[src/sv/serial_packet_receiver_unit_macros.svh]
// Assertion macros shared by the receiver RTL.
// SPRX_ASSERT_NOW checks the consequent in the same cycle as the antecedent.
// SPRX_ASSERT_NEXT checks the consequent in the cycle after the antecedent.
`ifndef SERIAL_PACKET_RECEIVER_UNIT_MACROS_SVH
`define SERIAL_PACKET_RECEIVER_UNIT_MACROS_SVH

`ifndef SYNTHESIS
`define SPRX_ASSERT_NOW(label, clk, rst_n, ante, cons) \
  label: assert property (@(posedge clk) disable iff (!rst_n) (ante) |-> (cons)) \
    else $error("receiver assertion failed");
`define SPRX_ASSERT_NEXT(label, clk, rst_n, ante, cons) \
  label: assert property (@(posedge clk) disable iff (!rst_n) (ante) |=> (cons)) \
    else $error("receiver assertion failed");
`else
`define SPRX_ASSERT_NOW(label, clk, rst_n, ante, cons)
`define SPRX_ASSERT_NEXT(label, clk, rst_n, ante, cons)
`endif

`endif

[src/sv/sprx_pkg.sv]
package sprx_pkg;

  // Default parameter capacity of one frame.
  localparam int unsigned MAX_PARAMS_DEF = 64;

  localparam logic [7:0]  HEADER_BYTE       = 8'hFF;
  localparam logic [7:0]  DEVICE_ID_RESET   = 8'd1;
  localparam logic [15:0] GAP_LIMIT_RESET   = 16'd100;
  localparam logic [7:0]  MIN_LENGTH        = 8'd2;
  localparam logic [8:0]  FRAME_OVERHEAD    = 9'd4;

  // Frame positions with special meaning.
  localparam logic [8:0]  POS_ID            = 9'd2;
  localparam logic [8:0]  POS_LENGTH        = 9'd3;

  // Status codes of a result item.
  localparam logic [1:0]  ST_INCOMPLETE     = 2'd0;
  localparam logic [1:0]  ST_COMPLETE       = 2'd1;
  localparam logic [1:0]  ST_CHECKSUM_ERR   = 2'd2;
  localparam logic [1:0]  ST_LENGTH_ERR     = 2'd3;

  // Configuration register indexes.
  localparam logic        REG_DEVICE_ID     = 1'b0;
  localparam logic        REG_GAP_LIMIT     = 1'b1;

  typedef struct packed {
    logic [7:0]  rx_byte;
    logic [15:0] idle_ticks;
  } in_t;

  typedef struct packed {
    logic [1:0] status;
    logic [8:0] byte_position;
    logic [7:0] data_byte;
    logic [8:0] frame_bytes;
  } out_t;

  typedef struct packed {
    logic [8:0] byte_count;
    logic [7:0] length_byte;
    logic [7:0] running_sum;
  } frame_state_t;

endpackage

[src/sv/sprx_parse.sv]
module sprx_parse #(
  parameter int unsigned MAX_PARAMS = sprx_pkg::MAX_PARAMS_DEF
) (
  input  sprx_pkg::in_t         item,
  input  sprx_pkg::frame_state_t cur,
  input  logic [7:0]            device_id,
  input  logic [15:0]           gap_limit,
  output sprx_pkg::frame_state_t nxt,
  output sprx_pkg::out_t        result
);
  import sprx_pkg::*;

  localparam logic [7:0] MAX_LENGTH = 8'(MAX_PARAMS + 2);

  logic         gap_restart;
  frame_state_t base;
  logic [8:0]   count_inc;
  logic [8:0]   frame_len;
  logic [7:0]   b;

  assign b           = item.rx_byte;
  assign gap_restart = item.idle_ticks > gap_limit;
  assign base        = gap_restart ? '0 : cur;
  assign count_inc   = base.byte_count + 9'd1;
  assign frame_len   = {1'b0, base.length_byte} + FRAME_OVERHEAD;

  always_comb begin
    nxt                  = base;
    result.status        = ST_INCOMPLETE;
    result.byte_position = '0;
    result.data_byte     = b;
    result.frame_bytes   = '0;

    if (base.byte_count < POS_ID) begin
      // Header bytes: anything other than the header value drops the frame.
      if (b == HEADER_BYTE) begin
        nxt.byte_count       = count_inc;
        result.byte_position = count_inc;
      end else begin
        nxt = '0;
      end
    end else if (base.byte_count == POS_ID) begin
      if (b == device_id) begin
        nxt.byte_count       = count_inc;
        nxt.running_sum      = b;
        result.byte_position = count_inc;
      end else begin
        nxt = '0;
      end
    end else if (base.byte_count == POS_LENGTH) begin
      result.byte_position = count_inc;
      if (b < MIN_LENGTH || b > MAX_LENGTH) begin
        result.status = ST_LENGTH_ERR;
        nxt           = '0;
      end else begin
        nxt.length_byte = b;
        nxt.running_sum = base.running_sum + b;
        nxt.byte_count  = count_inc;
      end
    end else begin
      result.byte_position = count_inc;
      if (count_inc >= frame_len) begin
        // Checksum byte closes the frame.
        result.frame_bytes = frame_len;
        result.status      = (b == ~base.running_sum) ? ST_COMPLETE : ST_CHECKSUM_ERR;
        nxt                = '0;
      end else begin
        nxt.byte_count  = count_inc;
        nxt.running_sum = base.running_sum + b;
      end
    end
  end

endmodule

[src/sv/serial_packet_receiver_unit.sv]
// An accepted item is parsed from the input register into the result register,
// where its result is presented; a stalled result holds it back. Throughput:
// one item per cycle unless stalled, set by the single parse step between them.
// Reset (synchronous, rst_n low): framing state and valid flags clear,
// device_id returns to 1 and gap_limit to 100.
`include "serial_packet_receiver_unit_macros.svh"

module serial_packet_receiver_unit #(
  parameter int unsigned MAX_PARAMS = sprx_pkg::MAX_PARAMS_DEF
) (
  input  logic           clk,
  input  logic           rst_n,
  // Input channel
  input  logic           in_valid,
  output logic           in_ready,
  input  sprx_pkg::in_t  in_data,
  // Result channel
  output logic           out_valid,
  input  logic           out_ready,
  output sprx_pkg::out_t out_data,
  // Configuration port
  input  logic           cfg_we,
  input  logic           cfg_index,
  input  logic [15:0]    cfg_wdata
);
  import sprx_pkg::*;

  // Two-entry pipeline. The input register holds an accepted item until the
  // result register can take its parse result; framing state is updated in
  // the same cycle the result is registered, so each item sees the state
  // left by the one before it. The input side keeps accepting while a result
  // waits, as long as the input register drains or is empty.

  logic         s1_valid_r;
  in_t          s1_data_r;
  logic         out_valid_r;
  out_t         out_data_r;
  frame_state_t state_r;
  frame_state_t state_nxt;
  out_t         result_nxt;
  logic [7:0]   device_id_r;
  logic [15:0]  gap_limit_r;
  logic         advance;
  logic         in_fire;

  assign advance   = s1_valid_r && (!out_valid_r || out_ready);
  assign in_ready  = !s1_valid_r || advance;
  assign in_fire   = in_valid && in_ready;
  assign out_valid = out_valid_r;
  assign out_data  = out_data_r;

  // The parse step: gap check, header and id match, length check, running
  // sum and checksum compare, all from the current framing state.
  sprx_parse #(
    .MAX_PARAMS (MAX_PARAMS)
  ) u_parse (
    .item      (s1_data_r),
    .cur       (state_r),
    .device_id (device_id_r),
    .gap_limit (gap_limit_r),
    .nxt       (state_nxt),
    .result    (result_nxt)
  );

  // Configuration registers; writes are expected only while the block is idle.
  always_ff @(posedge clk) begin
    if (!rst_n) begin
      device_id_r <= DEVICE_ID_RESET;
      gap_limit_r <= GAP_LIMIT_RESET;
    end else if (cfg_we) begin
      unique case (cfg_index)
        REG_DEVICE_ID: device_id_r <= cfg_wdata[7:0];
        REG_GAP_LIMIT: gap_limit_r <= cfg_wdata;
        default:       ;
      endcase
    end
  end

  // Input register.
  always_ff @(posedge clk) begin
    if (!rst_n) begin
      s1_valid_r <= 1'b0;
    end else if (in_ready) begin
      s1_valid_r <= in_valid;
    end
  end

  always_ff @(posedge clk) begin
    if (in_fire) begin
      s1_data_r <= in_data;
    end
  end

  // Framing state and result valid.
  always_ff @(posedge clk) begin
    if (!rst_n) begin
      state_r     <= '0;
      out_valid_r <= 1'b0;
    end else begin
      if (advance) begin
        state_r <= state_nxt;
      end
      if (advance) begin
        out_valid_r <= 1'b1;
      end else if (out_ready) begin
        out_valid_r <= 1'b0;
      end
    end
  end

  // Result register; payload needs no reset.
  always_ff @(posedge clk) begin
    if (advance) begin
      out_data_r <= result_nxt;
    end
  end

  // Once the length byte is taken, the frame never runs past its own end.
  `SPRX_ASSERT_NOW(a_count_in_frame, clk, rst_n,
    state_r.byte_count > POS_LENGTH,
    state_r.byte_count < {1'b0, state_r.length_byte} + FRAME_OVERHEAD)

  // A closed frame reports its length at the position of its checksum byte.
  `SPRX_ASSERT_NOW(a_total_matches_pos, clk, rst_n,
    out_valid_r && (out_data_r.status == ST_COMPLETE || out_data_r.status == ST_CHECKSUM_ERR),
    out_data_r.frame_bytes == out_data_r.byte_position)

  // A dropped byte never carries a final status.
  `SPRX_ASSERT_NOW(a_drop_incomplete, clk, rst_n,
    out_valid_r && out_data_r.byte_position == 9'd0,
    out_data_r.status == ST_INCOMPLETE)

  // A stalled result with a full input register blocks the input side.
  `SPRX_ASSERT_NOW(a_stall_blocks_input, clk, rst_n,
    s1_valid_r && out_valid_r && !out_ready,
    !in_ready)

  // Framing state changes only when an item moves into the result register.
  `SPRX_ASSERT_NEXT(a_state_holds, clk, rst_n,
    !advance,
    state_r == $past(state_r))

endmodule

[config.mk]
export PLATFORM = sky130hd
export DESIGN_NAME = serial_packet_receiver_unit
export DESIGN_NICKNAME = d
export VERILOG_FILES = /design/src/sv/sprx_pkg.sv /design/src/sv/sprx_parse.sv /design/src/sv/serial_packet_receiver_unit.sv
export VERILOG_INCLUDE_DIRS = /design/src /design/src/sv
export SDC_FILE = /design/constraint.sdc
export NUM_CORES = 1
export LEC_CHECK = 0
export BUFFER_PORTS_ARGS = -buffer_cell sky130_fd_sc_hd__buf_2
export CAP_MARGIN = 20
export CELL_PAD_IN_SITES_DETAIL_PLACEMENT = 1
export CELL_PAD_IN_SITES_GLOBAL_PLACEMENT = 2
export CORE_UTILIZATION = 37
export DETAILED_ROUTE_END_ITERATION = 10
export GPL_TIMING_DRIVEN = 0
export PLACE_DENSITY = 0.81
export SETUP_SLACK_MARGIN = 0.15
export SLEW_MARGIN = 25
export SYNTH_ARGS = -nofsm -noshare
export SYNTH_HDL_FRONTEND = slang
export SYNTH_HIERARCHICAL = 1
export SYNTH_SLANG_ARGS = --single-unit
[constraint.sdc]
create_clock -name clk -period 4.75 [get_ports clk]
set_input_delay 0.95 -clock clk [delete_from_list [all_inputs] [get_ports clk]]
set_output_delay 0.95 -clock clk [all_outputs]
set_load 0.02 [all_outputs]
==> reports/metrics.yaml <==
max_cap_viols: 0
cts_buffers: 9
worst-slew-pin-transition_ns: 0.8421
critical_path.reg2reg.startpoint: "s1_data_r[15]"
final_util_pct: 46.80
floorplan.rows: 44
tritoncts: "built"
timing.critical_path.buf_inv: 3
synth_nets: 664
ctsHoldBuffers: 0
design.final.nets: 765
vdd_ir_drop_max_mv: 0.2039
post-layout-total-power_w: 0.001989
synth_cells: 581
dp_hpwl_um: 11110
critical_path_cell_count: 21
post-synth-top-area-cell: "sky130_fd_sc_hd__edfxtp_1"
setup_viol_count_final: 0
synth.cells.most_frequent: "sky130_fd_sc_hd__nand2_1 (129), sky130_fd_sc_hd__edfxtp_1 (52), sky130_fd_sc_hd__dfxtp_1 (51)"
critical_path.cell_chain: "ha_4, nand4_4, or2_1, a211o_1, a31o_4, buf_4, buf_4, and2_1, ha_4, nand2_2, xor2_2, nor2_2, ha_2, inv_1, o21ai_1, a21oi_2, or2_2, a22o_1, a22o_1, nand2_1, mux2i_1"
post_synth_edffs: 52
syn-mean-instance-area_um2: 9.710
maxClockFrequency_ghz: 0.2260
critPathArrivalTime_ns: 4.66
clock_sinks: 103
firstDrtPassIters: 7
fin_skew_ns: 0.009687
timing.hold.ws_ns: 0.4545
hp-class: "register to register"
reg2reg_to: "state_r[13]"
grt_ovf: 0
crit_path_top_delay_cell: "sky130_fd_sc_hd__edfxtp_1"
fraction_of_final_layout_cells_sized_beyond_drive_strength_1_pct: 25.04
cp_top_family: "compound AO/OA/AOI/OAI gates"
synthMostInstantiatedCell: "sky130_fd_sc_hd__nand2_1"
whs_path_depth: 2
gp_congestion: 0.8100
hold-path-endpoint: "state_r[5]"
ctsRootBufferMaster: "sky130_fd_sc_hd__clkbuf_16"
worst_ep_required_time_ns: 4.99
synth_xor_xnor_area_share_pct: 3.881
place.port_buffers: 74
finalWirelength_um: 14810
layout_worst_path_cycle_share_pct: 93.14
holdCritStartpoint: "state_r[5]"
yosysSeqAreaShare_pct: 45.78
design.die.area_um2: 15750
detail-route-antenna-nets: 0
startpoint_kind_of_the_worst_setup_timing_path: "register"
fin_crit_ns: 4.424
hold_viol_final: 0
critical_path.endpoint_type: "register"
synth_async_sr_flop_share_pct: 0
post_synth_instance_area_um2: 5642
antenna_violations_before_repair: 0
critPathMaxStageDelay_ns: 0.44
synth_compound_gate_area_share_pct: 13.88
yosys_warnings: 6
drc: 7
synthSimpleGateAreaFrac_pct: 18.14
timing.max_slew.rel_slack_pct: 42.97
largest_family_of_logic_cells_by_synthesized_area: "simple AND/OR/NAND/NOR gates"
area_share_of_the_leading_cell_type_in_the_synthesized_netlist_pct: 27.68
diodes: 0
violations: "design-rule violations"
outcome: "finished with violations"
yosysUniqueCellTypes: 60
starting_utilization_of_the_core_area_pct: 38.38
grt_max_degree: 38
post_synth_main_area_contributors: "sky130_fd_sc_hd__edfxtp_1 (28%), sky130_fd_sc_hd__dfxtp_1 (18%), sky130_fd_sc_hd__nand2_1 (8.6%), sky130_fd_sc_hd__ha_1 (8.0%), sky130_fd_sc_hd__mux2i_1 (4.4%)"
rrSetupSlack_ns: 0.33
fin_ws_ns: 0.3259
timing.setup.critical_path_class: "register to register"
via_count_of_the_first_global_routing_pass: 4861
globalRouteTotalUtil_pct: 19.82
cts_buffer_depth: 2
die_height_um: 125.5
routed_wire_length_per_instance_um: 17.00
die_w_um: 125.5
routed-via-count: 4488
critical_path_peak_fanout: 10
flow.area_growth_from_synthesis_pct: 21.93
post_synth_fa_ha_maj_area_fraction_pct: 8.339
rsz_0062_raised_after_global_routing: "true"
wire_length_of_the_first_global_routing_pass_um: 24280
worst-r2r-cell-count: 21
synth.area.mux_share_pct: 4.436
ys.flop_type: "sky130_fd_sc_hd__edfxtp_1"
clock_latency_reported_for_the_late_side_of_the_worst_skew_pair_ns: 0.35
timing.final.max_slew_violations: 0
vias_per_cell: 5.153
drt_first_iter_violations: 169
design.core.area_um2: 14700
postSynthRegisterBits: 103
cts.reportedPaths.clkPinSlew_ns: 0.07
post-place-ws_ns: -0.5405
top_level_i_o_count: 76
cts_max_level: 3
power.static_leakage_nw: 2.752
power_per_cell_area_nw_per_um2: 289.1
repair_timing:
action / CTS / global route
setup endpoints to repair: 39 / 25
pin swaps: 8 / 13
buffers inserted: 8 / 8
resized for setup: 20 / 13
cell type report:
type / count / area, um^2
fill: 1661 / 7820
multi-input combinational: 416 / 2942
sequential: 103 / 2582
timing repair buffer: 90 / 490.5
tap: 184 / 230.2
clock buffer: 10 / 229.0
buffer: 31 / 203.9
inverter: 31 / 116.4
clock inverter: 6 / 85.08
report_power, final:
part	switching (W)	internal (W)	total (W)
Clock	0.000327	0.000460	0.000787
Sequential	0.0000245	0.000969	0.000993
Combinational	0.000122	0.0000863	0.000208
Total	0.000473	0.00152	0.00199
worst register-to-register path, stage by stage, from the launching register on:
cell	delay, ns
sky130_fd_sc_hd__edfxtp_1	0.44
sky130_fd_sc_hd__ha_4	0.32
sky130_fd_sc_hd__nand4_4	0.11
sky130_fd_sc_hd__or2_1	0.27
sky130_fd_sc_hd__a211o_1	0.27
sky130_fd_sc_hd__a31o_4	0.23
sky130_fd_sc_hd__buf_4	0.18
sky130_fd_sc_hd__buf_4	0.19
sky130_fd_sc_hd__and2_1	0.21
sky130_fd_sc_hd__ha_4	0.22
sky130_fd_sc_hd__nand2_2	0.09
sky130_fd_sc_hd__xor2_2	0.19
sky130_fd_sc_hd__nor2_2	0.08
sky130_fd_sc_hd__ha_2	0.34
sky130_fd_sc_hd__inv_1	0.04
sky130_fd_sc_hd__o21ai_1	0.15
sky130_fd_sc_hd__a21oi_2	0.08
sky130_fd_sc_hd__or2_2	0.33
sky130_fd_sc_hd__a22o_1	0.26
sky130_fd_sc_hd__a22o_1	0.19
sky130_fd_sc_hd__nand2_1	0.05
sky130_fd_sc_hd__mux2i_1	0.08
metal layers:
layer / GRT usage (%) / up-vias / share of wire [%]
li1: - / 2221 / -
met1: 24.26 / 2165 / 46
met5: 0 / - / 0
met2: 35.07 / 84 / 49
met4: 7.532 / 0 / 2.0
met3: 2.910 / 18 / 2.9
logic make-up after synthesis:
group / Yosys count
simple gates: 225
compound gates: 104
flops: 103
buf+inv: 62
fa+ha+maj: 37
xor+xnor: 25
mux: 25
cells in the final DEF (no fill, tap or decap), types with 4 or more instances in the layout:
cell and n:
sky130_fd_sc_hd__a21oi_1 18, sky130_fd_sc_hd__ha_1 29, sky130_fd_sc_hd__nand3_1 12, sky130_fd_sc_hd__inv_1 27
sky130_fd_sc_hd__xnor2_1 14, sky130_fd_sc_hd__buf_4 27, sky130_fd_sc_hd__edfxtp_1 52, sky130_fd_sc_hd__buf_6 4
sky130_fd_sc_hd__nand4_1 10, sky130_fd_sc_hd__dfxtp_1 51, sky130_fd_sc_hd__nor2_1 27, sky130_fd_sc_hd__clkbuf_1 6
sky130_fd_sc_hd__and2_1 14, sky130_fd_sc_hd__nor2_2 4, sky130_fd_sc_hd__nand2_1 128, sky130_fd_sc_hd__o21a_1 4
sky130_fd_sc_hd__a22o_1 8, sky130_fd_sc_hd__a21boi_0 20, sky130_fd_sc_hd__buf_2 83, sky130_fd_sc_hd__xor2_1 7
sky130_fd_sc_hd__a21oi_2 4, sky130_fd_sc_hd__mux2i_1 25, sky130_fd_sc_hd__a21o_1 9, sky130_fd_sc_hd__clkbuf_16 9
sky130_fd_sc_hd__ha_4 5, sky130_fd_sc_hd__a21boi_1 6, sky130_fd_sc_hd__inv_2 4, sky130_fd_sc_hd__nor2b_1 6
sky130_fd_sc_hd__o2bb2ai_1 6
sequential cells by signal (all words and copies together), names as in the netlist:
signal,count
s1_data_r,24
device_id_r,8
out_valid,1
gap_limit_r,16
state_r,25
out_data,28
s1_valid_r,1
how the worst max path moves through the flow:
stage,slack [ns],from,endpoint
finish,0.33,s1_data_r[15],state_r[13]
global route,0.10,s1_data_r[14],state_r[18]
CTS,0.21,s1_data_r[15],state_r[12]
detailed placement,-0.54,s1_data_r[7],state_r[1]
global placement,-0.40,s1_data_r[15],state_r[1]
floorplan,0.45,s1_data_r[15],state_r[17]
stage by stage:
stage,cells,TNS [ns],cell area (um^2)
after global routing,871,0,6879
final,871,0,6879
after CTS,863,0,6741
after global placement,839,-7.460,6242
after floorplan,581,0,5642
after detailed placement,839,-11.48,6242
No activity file was read; power rests on OpenSTA's default activity.
